<file path="src/design/ccq_pkg.sv">
// ----------------------------------------------------------------------------
// ccq_pkg: shared types and constants for the colour classifier
// Class codes, configuration register indexes, reset values and offsets.
// ----------------------------------------------------------------------------
package ccq_pkg;

	typedef enum logic [2:0] {
		CLS_NONE   = 3'd0,
		CLS_RED    = 3'd1,
		CLS_BLUE   = 3'd2,
		CLS_GREEN  = 3'd3,
		CLS_YELLOW = 3'd4
	} class_t;

	localparam int CFG_IDX_W  = 2;
	localparam int CFG_DATA_W = 14;

	localparam logic [CFG_IDX_W-1:0] CFG_MARGIN        = 2'd0;
	localparam logic [CFG_IDX_W-1:0] CFG_YELLOW_FACTOR = 2'd1;
	localparam logic [CFG_IDX_W-1:0] CFG_REPEAT_NEEDED = 2'd2;

	localparam logic [13:0] MARGIN_RST        = 14'd200;
	localparam logic [1:0]  YELLOW_FACTOR_RST = 2'd3;
	localparam logic [7:0]  REPEAT_NEEDED_RST = 8'd5;

	localparam logic [15:0] RED_OFFSET       = 16'd300;
	localparam logic [15:0] BLUE_OFFSET      = 16'd250;
	localparam logic [1:0]  YELLOW_RED_SCALE = 2'd3;

	// signed compare width: 16-bit counts against thresholds down to -114681
	localparam int CMP_W = 19;

	localparam int QUEUE_DEPTH_DEF = 4;

	typedef struct packed {
		logic [13:0] margin;
		logic [1:0]  yellow_factor;
		logic [7:0]  repeat_needed;
	} cfg_t;

endpackage

</file>
<file path="src/design/rgb_colour_classifier_qualified_unit.sv">
// ----------------------------------------------------------------------------
// rgb_colour_classifier_qualified_unit: colour classifier with run qualification
// Path from input request to result request: the queue, then the result reg.
// Throughput: one sample per cycle while the queue is not full; the run tracker updates once per sample.
// A queue of QUEUE_DEPTH classes lets intake continue while results stall.
// Reset: asynchronous, clears queue, run state and result valid; registers
// return to margin 200, yellow factor 3, repeat count 5.
// ----------------------------------------------------------------------------
module rgb_colour_classifier_qualified_unit import ccq_pkg::*; #(
	parameter int QUEUE_DEPTH = QUEUE_DEPTH_DEF
) (
	input  logic                  clk,
	input  logic                  arst_n,
	input  logic                  s_tvalid,
	output logic                  s_tready,
	input  logic [47:0]           s_tdata,   // red_count, green_count, blue_count
	output logic                  m_tvalid,
	input  logic                  m_tready,
	output logic [7:0]            m_tdata,   // sample_class, decided, decided_colour
	input  logic                  cfg_we,
	input  logic [CFG_IDX_W-1:0]  cfg_index,
	input  logic [CFG_DATA_W-1:0] cfg_data
);

	cfg_t   cfg_q;
	logic   q_push;
	logic   q_pop;
	logic   q_full;
	logic   q_empty;
	class_t push_class;
	class_t head_class;

	always_ff @(posedge clk or negedge arst_n) begin
		if (!arst_n) begin
			cfg_q.margin        <= MARGIN_RST;
			cfg_q.yellow_factor <= YELLOW_FACTOR_RST;
			cfg_q.repeat_needed <= REPEAT_NEEDED_RST;
		end else if (cfg_we) begin
			unique case (cfg_index)
				CFG_MARGIN:        cfg_q.margin        <= cfg_data;
				CFG_YELLOW_FACTOR: cfg_q.yellow_factor <= cfg_data[1:0];
				CFG_REPEAT_NEEDED: cfg_q.repeat_needed <= cfg_data[7:0];
				default: ;
			endcase
		end
	end

	ccq_front u_front (
		.s_tvalid (s_tvalid),
		.s_tready (s_tready),
		.s_tdata  (s_tdata),
		.cfg      (cfg_q),
		.q_full   (q_full),
		.q_push   (q_push),
		.q_class  (push_class)
	);

	ccq_queue #(
		.DEPTH (QUEUE_DEPTH)
	) u_queue (
		.clk        (clk),
		.arst_n     (arst_n),
		.push       (q_push),
		.push_class (push_class),
		.pop        (q_pop),
		.head_class (head_class),
		.full       (q_full),
		.empty      (q_empty)
	);

	ccq_back u_back (
		.clk      (clk),
		.arst_n   (arst_n),
		.cfg      (cfg_q),
		.q_empty  (q_empty),
		.q_class  (head_class),
		.q_pop    (q_pop),
		.m_tvalid (m_tvalid),
		.m_tready (m_tready),
		.m_tdata  (m_tdata)
	);

endmodule

</file>
<file path="src/design/ccq_front.sv">
// ----------------------------------------------------------------------------
// ccq_front: sample intake and classification
// Applies channel offsets and the margin tests, pushes the class to the queue.
// ----------------------------------------------------------------------------
module ccq_front import ccq_pkg::*; (
	input  logic        s_tvalid,
	output logic        s_tready,
	input  logic [47:0] s_tdata,   // red_count, green_count, blue_count
	input  cfg_t        cfg,
	input  logic        q_full,
	output logic        q_push,
	output class_t      q_class
);

	logic [15:0] r_adj;
	logic [15:0] b_adj;
	logic [15:0] my;
	logic [15:0] m3;
	logic [16:0] my2_m;
	logic signed [CMP_W-1:0] r_s, g_s, b_s, m_s, my_s, m3_s, my2m_s;
	logic yellow_hit, red_hit, blue_hit, green_hit;

	assign r_adj = s_tdata[15:0] - RED_OFFSET;
	assign b_adj = s_tdata[47:32] + BLUE_OFFSET;

	assign my    = 16'(cfg.margin * cfg.yellow_factor);
	assign m3    = 16'(cfg.margin * YELLOW_RED_SCALE);
	assign my2_m = {my, 1'b0} + {3'b000, cfg.margin};

	assign r_s    = signed'({3'b000, r_adj});
	assign g_s    = signed'({3'b000, s_tdata[31:16]});
	assign b_s    = signed'({3'b000, b_adj});
	assign m_s    = signed'({5'b00000, cfg.margin});
	assign my_s   = signed'({3'b000, my});
	assign m3_s   = signed'({3'b000, m3});
	assign my2m_s = signed'({2'b00, my2_m});

	assign yellow_hit = (b_s < g_s - my_s) && (b_s < r_s - m3_s) && (r_s > g_s - my2m_s);
	assign red_hit    = (r_s - m_s > g_s) && (r_s - m_s > b_s);
	assign blue_hit   = (b_s - m_s > g_s) && (r_s < b_s - m_s);
	assign green_hit  = (b_s < g_s - m_s) && (r_s < g_s - m_s);

	always_comb begin
		if (yellow_hit) begin
			q_class = CLS_YELLOW;
		end else if (red_hit) begin
			q_class = CLS_RED;
		end else if (blue_hit) begin
			q_class = CLS_BLUE;
		end else if (green_hit) begin
			q_class = CLS_GREEN;
		end else begin
			q_class = CLS_NONE;
		end
	end

	assign s_tready = !q_full;
	assign q_push   = s_tvalid && !q_full;

endmodule

</file>
<file path="src/design/ccq_queue.sv">
// ----------------------------------------------------------------------------
// ccq_queue: short class queue
// Decouples the classifier from the run tracker; push and pop in one cycle.
// ----------------------------------------------------------------------------
module ccq_queue import ccq_pkg::*; #(
	parameter int DEPTH = QUEUE_DEPTH_DEF
) (
	input  logic   clk,
	input  logic   arst_n,
	input  logic   push,
	input  class_t push_class,
	input  logic   pop,
	output class_t head_class,
	output logic   full,
	output logic   empty
);

	localparam int PW = (DEPTH > 1) ? $clog2(DEPTH) : 1;
	localparam int CW = $clog2(DEPTH + 1);
	localparam logic [PW-1:0] LAST = PW'(DEPTH - 1);
	localparam logic [CW-1:0] FULL_CNT = CW'(DEPTH);

	class_t        mem_q [DEPTH];
	logic [PW-1:0] wr_ptr_q;
	logic [PW-1:0] rd_ptr_q;
	logic [CW-1:0] count_q;

	assign full       = (count_q == FULL_CNT);
	assign empty      = (count_q == '0);
	assign head_class = mem_q[rd_ptr_q];

	always_ff @(posedge clk) begin
		if (push) begin
			mem_q[wr_ptr_q] <= push_class;
		end
	end

	always_ff @(posedge clk or negedge arst_n) begin
		if (!arst_n) begin
			wr_ptr_q <= '0;
			rd_ptr_q <= '0;
			count_q  <= '0;
		end else begin
			if (push) begin
				wr_ptr_q <= (wr_ptr_q == LAST) ? '0 : wr_ptr_q + 1'b1;
			end
			if (pop) begin
				rd_ptr_q <= (rd_ptr_q == LAST) ? '0 : rd_ptr_q + 1'b1;
			end
			if (push && !pop) begin
				count_q <= count_q + 1'b1;
			end else if (pop && !push) begin
				count_q <= count_q - 1'b1;
			end
		end
	end

	assert property (@(posedge clk) disable iff (!arst_n) count_q <= FULL_CNT)
		else $error("queue count above depth");
	assert property (@(posedge clk) disable iff (!arst_n) !(pop && empty))
		else $error("pop from empty queue");
	assert property (@(posedge clk) disable iff (!arst_n) !(push && full && !pop))
		else $error("push into full queue");

endmodule

</file>
<file path="src/design/ccq_back.sv">
// ----------------------------------------------------------------------------
// ccq_back: run qualification and result register
// Tracks candidate colour and run length, reports when the run is long enough.
// ----------------------------------------------------------------------------
module ccq_back import ccq_pkg::*; (
	input  logic       clk,
	input  logic       arst_n,
	input  cfg_t       cfg,
	input  logic       q_empty,
	input  class_t     q_class,
	output logic       q_pop,
	output logic       m_tvalid,
	input  logic       m_tready,
	output logic [7:0] m_tdata    // sample_class[2:0], decided[3], decided_colour[6:4]
);

	class_t      cand_q;
	logic [7:0]  run_q;
	logic        valid_q;
	class_t      class_q;
	logic        dec_q;
	class_t      dcol_q;

	logic [7:0]  run_next;
	logic        dec_next;

	assign q_pop = !q_empty && (!valid_q || m_tready);

	always_comb begin
		if (q_class != cand_q) begin
			run_next = 8'd1;
		end else if (run_q != 8'hFF) begin
			run_next = run_q + 8'd1;
		end else begin
			run_next = run_q;
		end
		dec_next = (q_class != CLS_NONE) && (run_next >= cfg.repeat_needed);
	end

	always_ff @(posedge clk or negedge arst_n) begin
		if (!arst_n) begin
			cand_q  <= CLS_NONE;
			run_q   <= '0;
			valid_q <= 1'b0;
		end else begin
			if (q_pop) begin
				valid_q <= 1'b1;
				if (dec_next) begin
					cand_q <= CLS_NONE;
					run_q  <= '0;
				end else if (q_class != CLS_NONE) begin
					cand_q <= q_class;
					run_q  <= run_next;
				end
			end else if (m_tready) begin
				valid_q <= 1'b0;
			end
		end
	end

	always_ff @(posedge clk) begin
		if (q_pop) begin
			class_q <= q_class;
			dec_q   <= dec_next;
			dcol_q  <= dec_next ? q_class : CLS_NONE;
		end
	end

	assign m_tvalid = valid_q;
	assign m_tdata  = {1'b0, dcol_q, dec_q, class_q};

	assert property (@(posedge clk) disable iff (!arst_n)
		valid_q && dec_q |-> dcol_q == class_q && class_q != CLS_NONE)
		else $error("decided colour differs from sample class");
	assert property (@(posedge clk) disable iff (!arst_n)
		valid_q && !dec_q |-> dcol_q == CLS_NONE)
		else $error("colour reported without decision");
	assert property (@(posedge clk) disable iff (!arst_n)
		(run_q == '0) == (cand_q == CLS_NONE))
		else $error("run count and candidate out of step");
	assert property (@(posedge clk) disable iff (!arst_n)
		q_pop && dec_next |=> run_q == '0 && cand_q == CLS_NONE)
		else $error("run not cleared after decision");

endmodule
</file>
<file path="config.mk">
export PLATFORM = sky130hd
export DESIGN_NAME = rgb_colour_classifier_qualified_unit
export DESIGN_NICKNAME = d
export VERILOG_FILES = /design/src/design/ccq_pkg.sv /design/src/design/rgb_colour_classifier_qualified_unit.sv /design/src/design/ccq_front.sv /design/src/design/ccq_queue.sv /design/src/design/ccq_back.sv
export SDC_FILE = /design/constraint.sdc
export NUM_CORES = 1
export LEC_CHECK = 0
export ABC_AREA = 1
export BUFFER_PORTS_ARGS = -buffer_cell sky130_fd_sc_hd__buf_2
export CORE_MARGIN = 3
export CORE_UTILIZATION = 40
export CTS_BUF_LIST = sky130_fd_sc_hd__clkbuf_8
export DETAILED_ROUTE_END_ITERATION = 6
export GPL_ROUTABILITY_DRIVEN = 0
export SYNTH_ARGS = -nofsm -noshare
export SYNTH_HDL_FRONTEND = slang
export SYNTH_SLANG_ARGS = --single-unit
</file>
<file path="constraint.sdc">
create_clock -name clk -period 5.3 [get_ports clk]
set_clock_uncertainty 0.1 [all_clocks]
set_input_delay 0.53 -clock clk [delete_from_list [all_inputs] [get_ports clk]]
set_output_delay 0.53 -clock clk [all_outputs]
set_load 0.01 [all_outputs]
</file>
==> results of run 1 <==
state kept, by name, summed over array words and instances, names as in the netlist:
register,count
u_queue.mem_q,12
u_back.dec_q,1
u_queue.count_q,3
u_back.m_tvalid,1
cfg_q,24
u_queue.wr_ptr_q,2
u_queue.rd_ptr_q,2
u_back.dcol_q,3
u_back.run_q,8
u_back.cand_q,3
u_back.class_q,3
metal layers:
layer	vias up	wire length, um	global-route usage [%]
met1	5706	19200	32.4
met2	317	17100	35.7
met3	46	2220	3.52
li1	6618	-	-
met4	0	971	5.07
met5	-	0	0
cell families after synthesis:
family                   share of synthesized area (%)
AO/OA/AOI/OAI                                     14.2
XOR/XNOR                                          8.54
adder cells (fa/ha/maj)                           30.2
buffers and inverters                             9.98
flip-flops                                        12.8
other                                           0.0291
AND/OR/NAND/NOR                                   24.2
cells in the final DEF, fill, tap and decap left out, types with 20 or more instances in the layout:
cell and instances:
a21oi_1 133, a21oi_2 20, buf_2 77, buf_4 113
dfrtp_1 36, fa_1 20, ha_1 260, inv_1 309
inv_2 20, nand2_1 438, nand2_2 23, nand3_1 71
nand4_1 21, nor2_1 129, nor3_1 21, o21ai_0 67
o21ai_1 26, xnor2_1 42, xor2_1 70
cells in the mapped netlist (5+ instances only):
master / instances
inv_1: 322
o21bai_1: 9
fa_1: 21
a211oi_1: 8
edfxtp_1: 19
nor3_1: 24
nand4_1: 21
dfstp_2: 7
o21ai_1: 22
nand3_1: 75
o211ai_1: 5
o21ai_0: 75
ha_1: 277
inv_2: 7
nand2_2: 5
dfrtp_1: 36
or2_2: 7
a21o_1: 14
xnor2_1: 45
nand2_1: 458
a21oi_1: 153
nor2_1: 138
xor2_1: 75
nand3b_1: 6
clkbuf_1: 5
layout make-up:
| type | count | area, um^2 | area share (%) |
|---|---|---|---|
| repair buffers | 197 | 1310 | 8.44 |
| flip-flops and latches | 62 | 1660 | 10.6 |
| clock buffers | 9 | 124 | 0.797 |
| inverters | 331 | 1240 | 8.01 |
| well taps | 402 | 503 | 3.24 |
| clock inverters | 7 | 111 | 0.716 |
| multi-input cells | 1494 | 10600 | 68.2 |
through the flow:
step                setup slack, ps  setup TNS [ps]
CTS                           -2.97           -10.9
global placement              -3.84           -15.9
floorplan                      31.3               0
detailed placement             -259           -2930
global route                   -361           -4190
finish                        -64.6            -624
worst register-to-register path, delay by kind of cell (launching register included):
family,cells,cell delay [ps]
fa+ha+maj,4,890
compound gates,8,1140
flops,1,600
xor+xnor,2,350
buf+inv,4,340
simple gates,16,1690
how the worst max path moves through the flow:
stage	end	start	slack (ps)
floorplan	u_queue.mem_q[0][0]$_DFFE_PP_	cfg_q[8]$_DFFE_PN1P_	30
global placement	u_queue.mem_q[0][0]$_DFFE_PP_	cfg_q[9]$_DFFE_PN1P_	-4
detailed placement	u_queue.mem_q[2][0]$_DFFE_PP_	cfg_q[8]$_DFFE_PN1P_	-260
CTS	u_queue.mem_q[2][1]$_DFFE_PP_	cfg_q[8]$_DFFE_PN1P_	-3
global route	u_queue.mem_q[2][1]$_DFFE_PP_	cfg_q[8]$_DFFE_PN1P_	-360
finish	u_queue.mem_q[2][1]$_DFFE_PP_	cfg_q[8]$_DFFE_PN1P_	-60
where the power goes:
| part | switching (W) | total [W] | internal (W) |
|---|---|---|---|
| sequential | 0.000101 | 0.000762 | 0.000662 |
| clock | 0.000193 | 0.000503 | 0.000310 |
| combinational | 0.00368 | 0.00637 | 0.00268 |
| total | 0.00398 | 0.00763 | 0.00366 |
timing repair:
action | CTS | global route
gates resized for setup | 64 | 80
endpoints found under the setup margin | 12 | 12
gates cloned | 0 | 0
buffers inserted | 13 | 9
pin swaps | 38 | 50
==> flow_summary.toml, run 1 <==
[synthesis]
synth_cells = 1895
synth_area_per_cell_um2 = 6.80
synth_edf_count = 19
netlist.area_leader.share_pct = 26.9
synth.area.top_cells = "ha_1, nand2_1, inv_1"
syn-num-nets = 2262
ys.flop_type = "dfrtp_1"
ys_warn_count = 0
yosys.area.top_type = "ha_1"
synth_seq_cells = 62
netlist_area_mm2 = 0.0129
synthDistinctLibCells = 56
ys_async_sr_fraction_pct = 69.4
ys_seq_area_share_pct = 12.8

[power_and_ir_drop]
p_total_w = 0.00763
vdd_ir_drop_max_uv = 255
powerDensity_mw_per_mm2 = 491
p_leak_nw = 8.48

[timing]
relSlewSlack_pct = 32.6
tightestPinTransition_ps = 1010
rsz0062_at_grt = "true"
fin_hold_ws_ps = 258
timing.final.crit_share_pct = 101
finalMaxSlewViolations = 0
finalCriticalPeriod_ps = 5360
clock.fmax_mhz = 186
hold_viol_final = 0
setup_ws_ps = -64.6
setup_violations = 12

[layout]
final_util_pct = 49.1
final_cells = 2502
drive_gt1_share_pct = 17.5
syn_to_final_growth_pct = 20.7
nFillCells = 3087
insertedDiodeCount = 0
fin_nets = 2462
fin_area_mm2 = 0.0155

[placed_design]
dp_hpwl_um = 33700
dp.cells = 2464
placedInstanceArea_mm2 = 0.0145
io_buffers = 77

[die]
start_util_pct = 40.7
die_h_um = 185
ioPinCount = 79
dieArea_mm2 = 0.0344
row_count = 65
core-area_mm2 = 0.0316
dieWidth_um = 185

[routing]
drtPass1Iterations = 5
drc = 0
drt-wirelength-per-cell_um = 15.8
vias = 12700
first_iter_violations = 861
ant_nets = 0
wirelength_um = 39500
viasPerCell = 5.07

[run]
max_cap_violations = 0

[critical_path]
crit_arrival_ps = 5340
reg2reg_from = "cfg_q[8]$_DFFE_PN1P_"
slowest_stage = "dfstp_2"
path_max_fanout = 7
worst_path_most_repeated_cell = "nand2_2"
critical_path.max_stage_delay_ps = 600
cp_num_buf_inv = 4
r2r.worst_path.cells = 34
path_class = "register to register"
crit_required_ps = 5280
start_kind = "register"
reg2reg_to = "u_queue.mem_q[2][1]$_DFFE_PP_"
path_delay_family = "simple AND/OR/NAND/NOR gates"
endpoint_kind = "register"
rrSetupSlack_ps = -60
crit_cells = 34

[run_status]
violations = "negative setup slack"
outcome = "finished, violations left"

[grt]
grt_pass1_wl_um = 61600
grt_start_max_net_pins = 44
grt_use_total_pct = 22.6
grt_overflow_total = 0
antenna_found_initial = 0
first_global_vias = 11700

[clocking]
cts_tree = "done"
htreeDepth = 3
clk_latency_ps = 340
clockBufferDepth = 2
path_clk_slew_ps = 70
cts-root-buf = "clkbuf_8"
cts_hold_buffers = 0
cts_num_sinks = 62
cts_buffers = 9

[min_path]
hp-class = "input pin to asynchronous set/reset pin"
Power figures use the tool's default switching activity.
==> inputs of run 2 (changes only) <==
Settings changed: ABC_AREA 1 to default.
==> run 2 against run 1 <==
Compared with the run above: clock-buffer cell count unchanged; the run still ends with negative setup slack left; utilization up 2.8 points; cell area unchanged; sequential share of layout area unchanged; hold slack worse by 16 ps; non-clock buffer count up 139; die area down 4.7%.
==> flow_summary.toml, run 2 <==
[run_status]
outcome = "finished, violations left"
violations = "negative setup slack"

[die]
start_util_pct = 40.9
ioPinCount = 79
dieWidth_um = 181
row_count = 63
dieArea_mm2 = 0.0328
die_h_um = 181
core-area_mm2 = 0.0300

[synthesis]
netlist.area_leader.share_pct = 28.3
synth.area.top_cells = "ha_1, dfrtp_1, a21oi_1"
ys.flop_type = "dfrtp_1"
synthMostInstantiatedCell = "ha_1"
synth_area_per_cell_um2 = 8.23
syn-num-nets = 1857
yosys.area.top_type = "ha_1"
netlist_area_mm2 = 0.0123
synth_commonest_cells = "ha_1, inv_1, a21oi_1"
ys_warn_count = 0
synth_edf_count = 19
synth_seq_cells = 62
ys_seq_area_share_pct = 13.5
synthDistinctLibCells = 75
synth_cells = 1490
ys_async_sr_fraction_pct = 69.4

[routing]
drtPass1Iterations = 5
viasPerCell = 5.46
drc = 0
first_iter_violations = 616
wirelength_um = 37700
drt-wirelength-per-cell_um = 17.0
ant_nets = 0
vias = 12100

[timing]
rsz0062_at_grt = "true"
relSlewSlack_pct = 34.3
setup_ws_ps = -708
finalCriticalPeriod_ps = 6010
timing.final.crit_share_pct = 113
finalMaxSlewViolations = 0
clock.fmax_mhz = 166
hold_viol_final = 0
setup_violations = 12
tightestPinTransition_ps = 986

[layout]
multi_input_area_mm2 = 0.0103
insertedDiodeCount = 0
drive_gt1_share_pct = 24.3
nFillCells = 2876
regArea_mm2 = 0.00166
reg_top3 = "cfg_q (24), u_queue.mem_q (12), u_back.run_q (8)"
syn_to_final_growth_pct = 26.8
layout_commonest_cell = "ha_1"
top_register = "cfg_q"
largest_reg_flops = 24
layout_common_cells = "ha_1, buf_4, inv_1"
fin_nets = 2191

[grt]
antenna_found_initial = 0
first_global_vias = 12400
use_met3_pct = 1.09
met2_usage_pct = 40.0
grt_pass1_wl_um = 60200
grt_use_total_pct = 22.7
grt-busiest-layer = "met2"
grt_overflow_total = 0
grt_use_met1_pct = 30.1
grt_start_max_net_pins = 44

[critical_path]
r2r.worst_path.cells = 27
path_class = "register to register"
start_kind = "register"
crit_arrival_ps = 6010
path_max_fanout = 7
crit_required_ps = 5300
endpoint_kind = "register"

[min_path]
hp-class = "input pin to asynchronous set/reset pin"

[clocking]
clk_latency_ps = 340
cts_hold_buffers = 0
cts_buffers = 9
clockBufferDepth = 2
cts_num_sinks = 62
cts-root-buf = "clkbuf_8"
cts_tree = "done"
htreeDepth = 3
path_clk_slew_ps = 70

[power_and_ir_drop]
p_total_w = 0.00771
vdd_ir_drop_max_uv = 196
powerDensity_mw_per_mm2 = 496
p_leak_nw = 7.87

[placed_design]
dp_hpwl_um = 32700
pre_cts_ws_ps = -593
io_buffers = 77

[run]
max_cap_violations = 0
-- run 2: final timing paths --
path / from / to / slack (ps)
max in group asynchronous: arst_n / u_queue.wr_ptr_q[1]$_DFFE_PN0P_ / 4230
max: cfg_q[8]$_DFFE_PN1P_ / u_queue.mem_q[1][2]$_DFFE_PP_ / -710
min: arst_n / u_back.run_q[2]$_DFFE_PN0P_ / 240
max reg2reg: cfg_q[8]$_DFFE_PN1P_ / u_queue.mem_q[1][2]$_DFFE_PP_ / -710
min reg2reg: u_back.m_tvalid$_DFFE_PN0P_ / u_back.m_tvalid$_DFFE_PN0P_ / 400
min in group clk: cfg_data[11] / cfg_q[21]$_DFFE_PN0P_ / 290
-- run 2: per-stage QoR --
stage / utilization, % / TNS (ps) / instances / instance area [um^2] / hold slack (ps)
2_1_floorplan: - / -141 / 1490 / 12400 / 134
3_3_place_gp: 50.3 / -4750 / 2193 / 15100 / 369
3_5_place_dp: 50.3 / -6880 / 2193 / 15100 / 383
4_1_cts: 51.3 / -5770 / 2214 / 15400 / 274
5_1_grt: 51.9 / -11390 / 2219 / 15500 / 285
6_report: 51.9 / -8150 / 2219 / 15500 / 243
-- run 2: area by class of cell --
type	instances	area share, %
clock inverters	7	0.539
inverters	159	3.84
multi-input cells	1256	66.0
well taps	390	3.14
clock buffers	9	0.797
flip-flops and latches	62	10.6
repair buffers	336	15.0
-- run 2: report_power, final --
group / switching, W / leakage [nW] / internal, W / total (W)
logic: 0.00334 / 7.05 / 0.00318 / 0.00651
clock network: 0.000190 / 0.113 / 0.000259 / 0.000449
registers: 0.0000937 / 0.699 / 0.000656 / 0.000750
-- run 2: cells by family (layout without fill, tap and decap cells) --
family	after synthesis	after routing	share of synthesized area (%)
AO/OA/AOI/OAI	402	402	20.8
XOR/XNOR	128	128	9.45
adder cells (fa/ha/maj)	298	298	31.7
buffers and inverters	172	511	5.34
flip-flops	62	62	13.5
multiplexers	19	19	2.00
other	1	1	0.0306
AND/OR/NAND/NOR	408	408	17.2
-- run 2: worst max-delay path, stage by stage (launching register included) --
cell and delay [ps]:
dfstp_2 600, and2_4 180, ha_4 210, a211oi_4 220
o21bai_1 100, a21oi_1 170, xnor2_1 190, ha_1 300
or3_4 380, o21ai_4 80, a21oi_4 60, buf_6 130
a211o_1 290, a21oi_2 130, xor2_1 180, ha_1 260
buf_4 140, a21oi_1 180, xor2_1 200, ha_1 290
a21oi_2 160, o21ai_1 80, a21oi_1 140, a31oi_1 90
a21boi_2 170, a2111o_1 430, buf_4 160, and2_4 130
-- run 2: routing by layer --
metal  wire (um)  up-vias
met5           0        -
met4        1080        0
met3        1370       62
met2       17900      296
met1       17300     5701
li1            -     6065
-- run 2: timing repair --
item,CTS,global route
setup buffers,5,5
setup endpoints to repair,12,12
pin swaps,6,11
gates resized for setup,9,26
==> inputs of run 3 (changes only) <==
Settings changed: CELL_PAD_IN_SITES_DETAIL_PLACEMENT from default to 0, CELL_PAD_IN_SITES_GLOBAL_PLACEMENT from default to 1, PLACE_DENSITY_LB_ADDON from default to 0.1.
==> run 3 against run 2 <==
Compared with the run above: worst setup slack gained 200 ps; register-to-register slack better by 200 ps; largest power group unchanged; non-clock buffer count rose by 16; the run still ends with negative setup slack left; clock-buffer cell count unchanged; highest routed layer unchanged; largest cell class unchanged; critical path depth is 4 higher; utilization rose by 0.50 points; first-iteration DRC count down 16%.
==> flow_summary.toml, run 3 (synthesis results as in run 2) <==
[timing]
clock.fmax_mhz = 172
setup_ws_ps = -507
fin_tns_setup_ps = -5860
fin_hold_ws_ps = 239
setup_violations = 12
hold_viol_final = 0
rsz0062_at_grt = "true"
relSlewSlack_pct = 33.2
finalCriticalPeriod_ps = 5810
timing.final.crit_share_pct = 110
finalMaxSlewViolations = 0
tightestPinTransition_ps = 1000

[layout]
largest_reg_flops = 24
nFillCells = 2973
fin_nets = 2207
layout_common_cells = "buf_4, ha_1, inv_1"
layout_commonest_cell = "buf_4"
top_register = "cfg_q"
drive_gt1_share_pct = 25.6
reg_top3 = "cfg_q (24), u_queue.mem_q (12), u_back.run_q (8)"
syn_to_final_growth_pct = 28.1
final_util_pct = 52.4

[routing]
wl_met3_um = 1080
wirelength_um = 38900
vias = 12100
dr.max_layer_used = "met4"
viasPerCell = 5.40
wl_met2_um = 19000
ant_nets = 0
first_iter_violations = 520
drtPass1Iterations = 5
met1Wirelength_um = 17700
drc = 0
drt-wirelength-per-cell_um = 17.4

[grt]
grt_overflow_total = 0
first_global_vias = 12200
grt_pass1_wl_um = 60900
antenna_found_initial = 0
grt_start_max_net_pins = 44
grt_use_total_pct = 23.2

[die]
row_count = 63
start_util_pct = 40.9
die_h_um = 181
core-area_mm2 = 0.0300
dieArea_mm2 = 0.0328
ioPinCount = 79
dieWidth_um = 181

[clocking]
cts-root-buf = "clkbuf_8"
cts_tree = "done"
cts_hold_buffers = 0
clk_latency_ps = 350
cts_num_sinks = 62
htreeDepth = 3
cts_buffers = 9
clockBufferDepth = 2
path_clk_slew_ps = 80

[critical_path]
slowest_stage = "dfstp_2"
path_max_fanout = 8
start_kind = "register"
rrSetupSlack_ps = -510
path_class = "register to register"
critical_path.max_stage_delay_ps = 610
endpoint_kind = "register"
crit_arrival_ps = 5880
crit_required_ps = 5370
worst_path_most_repeated_cell = "buf_4"

[run_status]
outcome = "finished, violations left"
violations = "negative setup slack"

[placed_design]
pre_cts_ws_ps = -598
io_buffers = 77
dp_hpwl_um = 34200

[power_and_ir_drop]
pwr-share-comb_pct = 84.6
swShare_pct = 47.1
vdd_ir_drop_max_uv = 186
p_switching_w = 0.00362
p_total_w = 0.00768
p_leak_nw = 7.91
seq_power_share_pct = 9.7
clockPowerShare_pct = 5.6
powerDensity_mw_per_mm2 = 489
p_int_w = 0.00406

[run]
max_cap_violations = 0

[min_path]
hp-class = "input pin to asynchronous set/reset pin"
run 3: area by class of cell:
| class | instances | area, um^2 | area share (%) |
|---|---|---|---|
| Multi-Input combinational cell | 1256 | 10300 | 65.6 |
| Inverter | 159 | 597 | 3.80 |
| Clock inverter | 7 | 80.1 | 0.510 |
| Clock buffer | 9 | 124 | 0.789 |
| Antenna cell | 1 | 2.50 | 0.0159 |
| Tap cell | 390 | 488 | 3.11 |
| Timing Repair Buffer | 352 | 2460 | 15.7 |
| Sequential cell | 62 | 1660 | 10.5 |
run 3: repair_timing:
item,4_1_cts,5_1_grt
cloned,0,0
pin swaps,5,14
endpoints found under the setup margin,12,12
setup buffers,5,6
resized for setup,10,37
endpoints found under the hold margin,0,0
run 3: worst paths after layout:
path,from,end,cells after the start
min,arst_n,cfg_q[3]$_DFFE_PN0P_,1
max,cfg_q[8]$_DFFE_PN1P_,u_queue.mem_q[1][1]$_DFFE_PP_,31
max reg2reg,cfg_q[8]$_DFFE_PN1P_,u_queue.mem_q[1][1]$_DFFE_PP_,31
max in group asynchronous,arst_n,u_queue.rd_ptr_q[1]$_DFFE_PN0P_,1
min reg2reg,u_back.m_tvalid$_DFFE_PN0P_,u_back.m_tvalid$_DFFE_PN0P_,2
min in group clk,cfg_data[8],cfg_q[18]$_DFFE_PN0P_,3
run 3: worst max-delay path: cells and delay by family (launching register included):
kind / cells / cell delay (ps)
AO/OA/AOI/OAI: 14 / 2260
XOR/XNOR: 3 / 460
adder cells (fa/ha/maj): 4 / 920
AND/OR/NAND/NOR: 5 / 640
buffers and inverters: 5 / 650
flip-flops: 1 / 610
run 3: layer usage:
layer | track usage, % | up-vias
met5 | 0 | -
met4 | 7.80 | 0
met3 | 0.765 | 53
met2 | 41.6 | 205
met1 | 30.1 | 5708
li1 | - | 6101
run 3: stage by stage:
step                      instances  cell area (um^2)
after detailed placement       2208             15200
final                          2236             15700
after global placement         2208             15200
after CTS                      2229             15500
after floorplan                1490             12400
after global routing           2235             15700
run 3: power groups by stage:
stage,Combinational (W),Sequential (W),Clock (W)
6_report,0.00650,0.000749,0.000432
3_5_place_dp,0.00620,0.000759,0
2_1_floorplan,0.00395,0.000765,0
3_3_place_gp,0.00610,0.000755,0
4_1_cts,0.00633,0.000751,0.000439
5_1_grt,0.00728,0.000769,0.000461
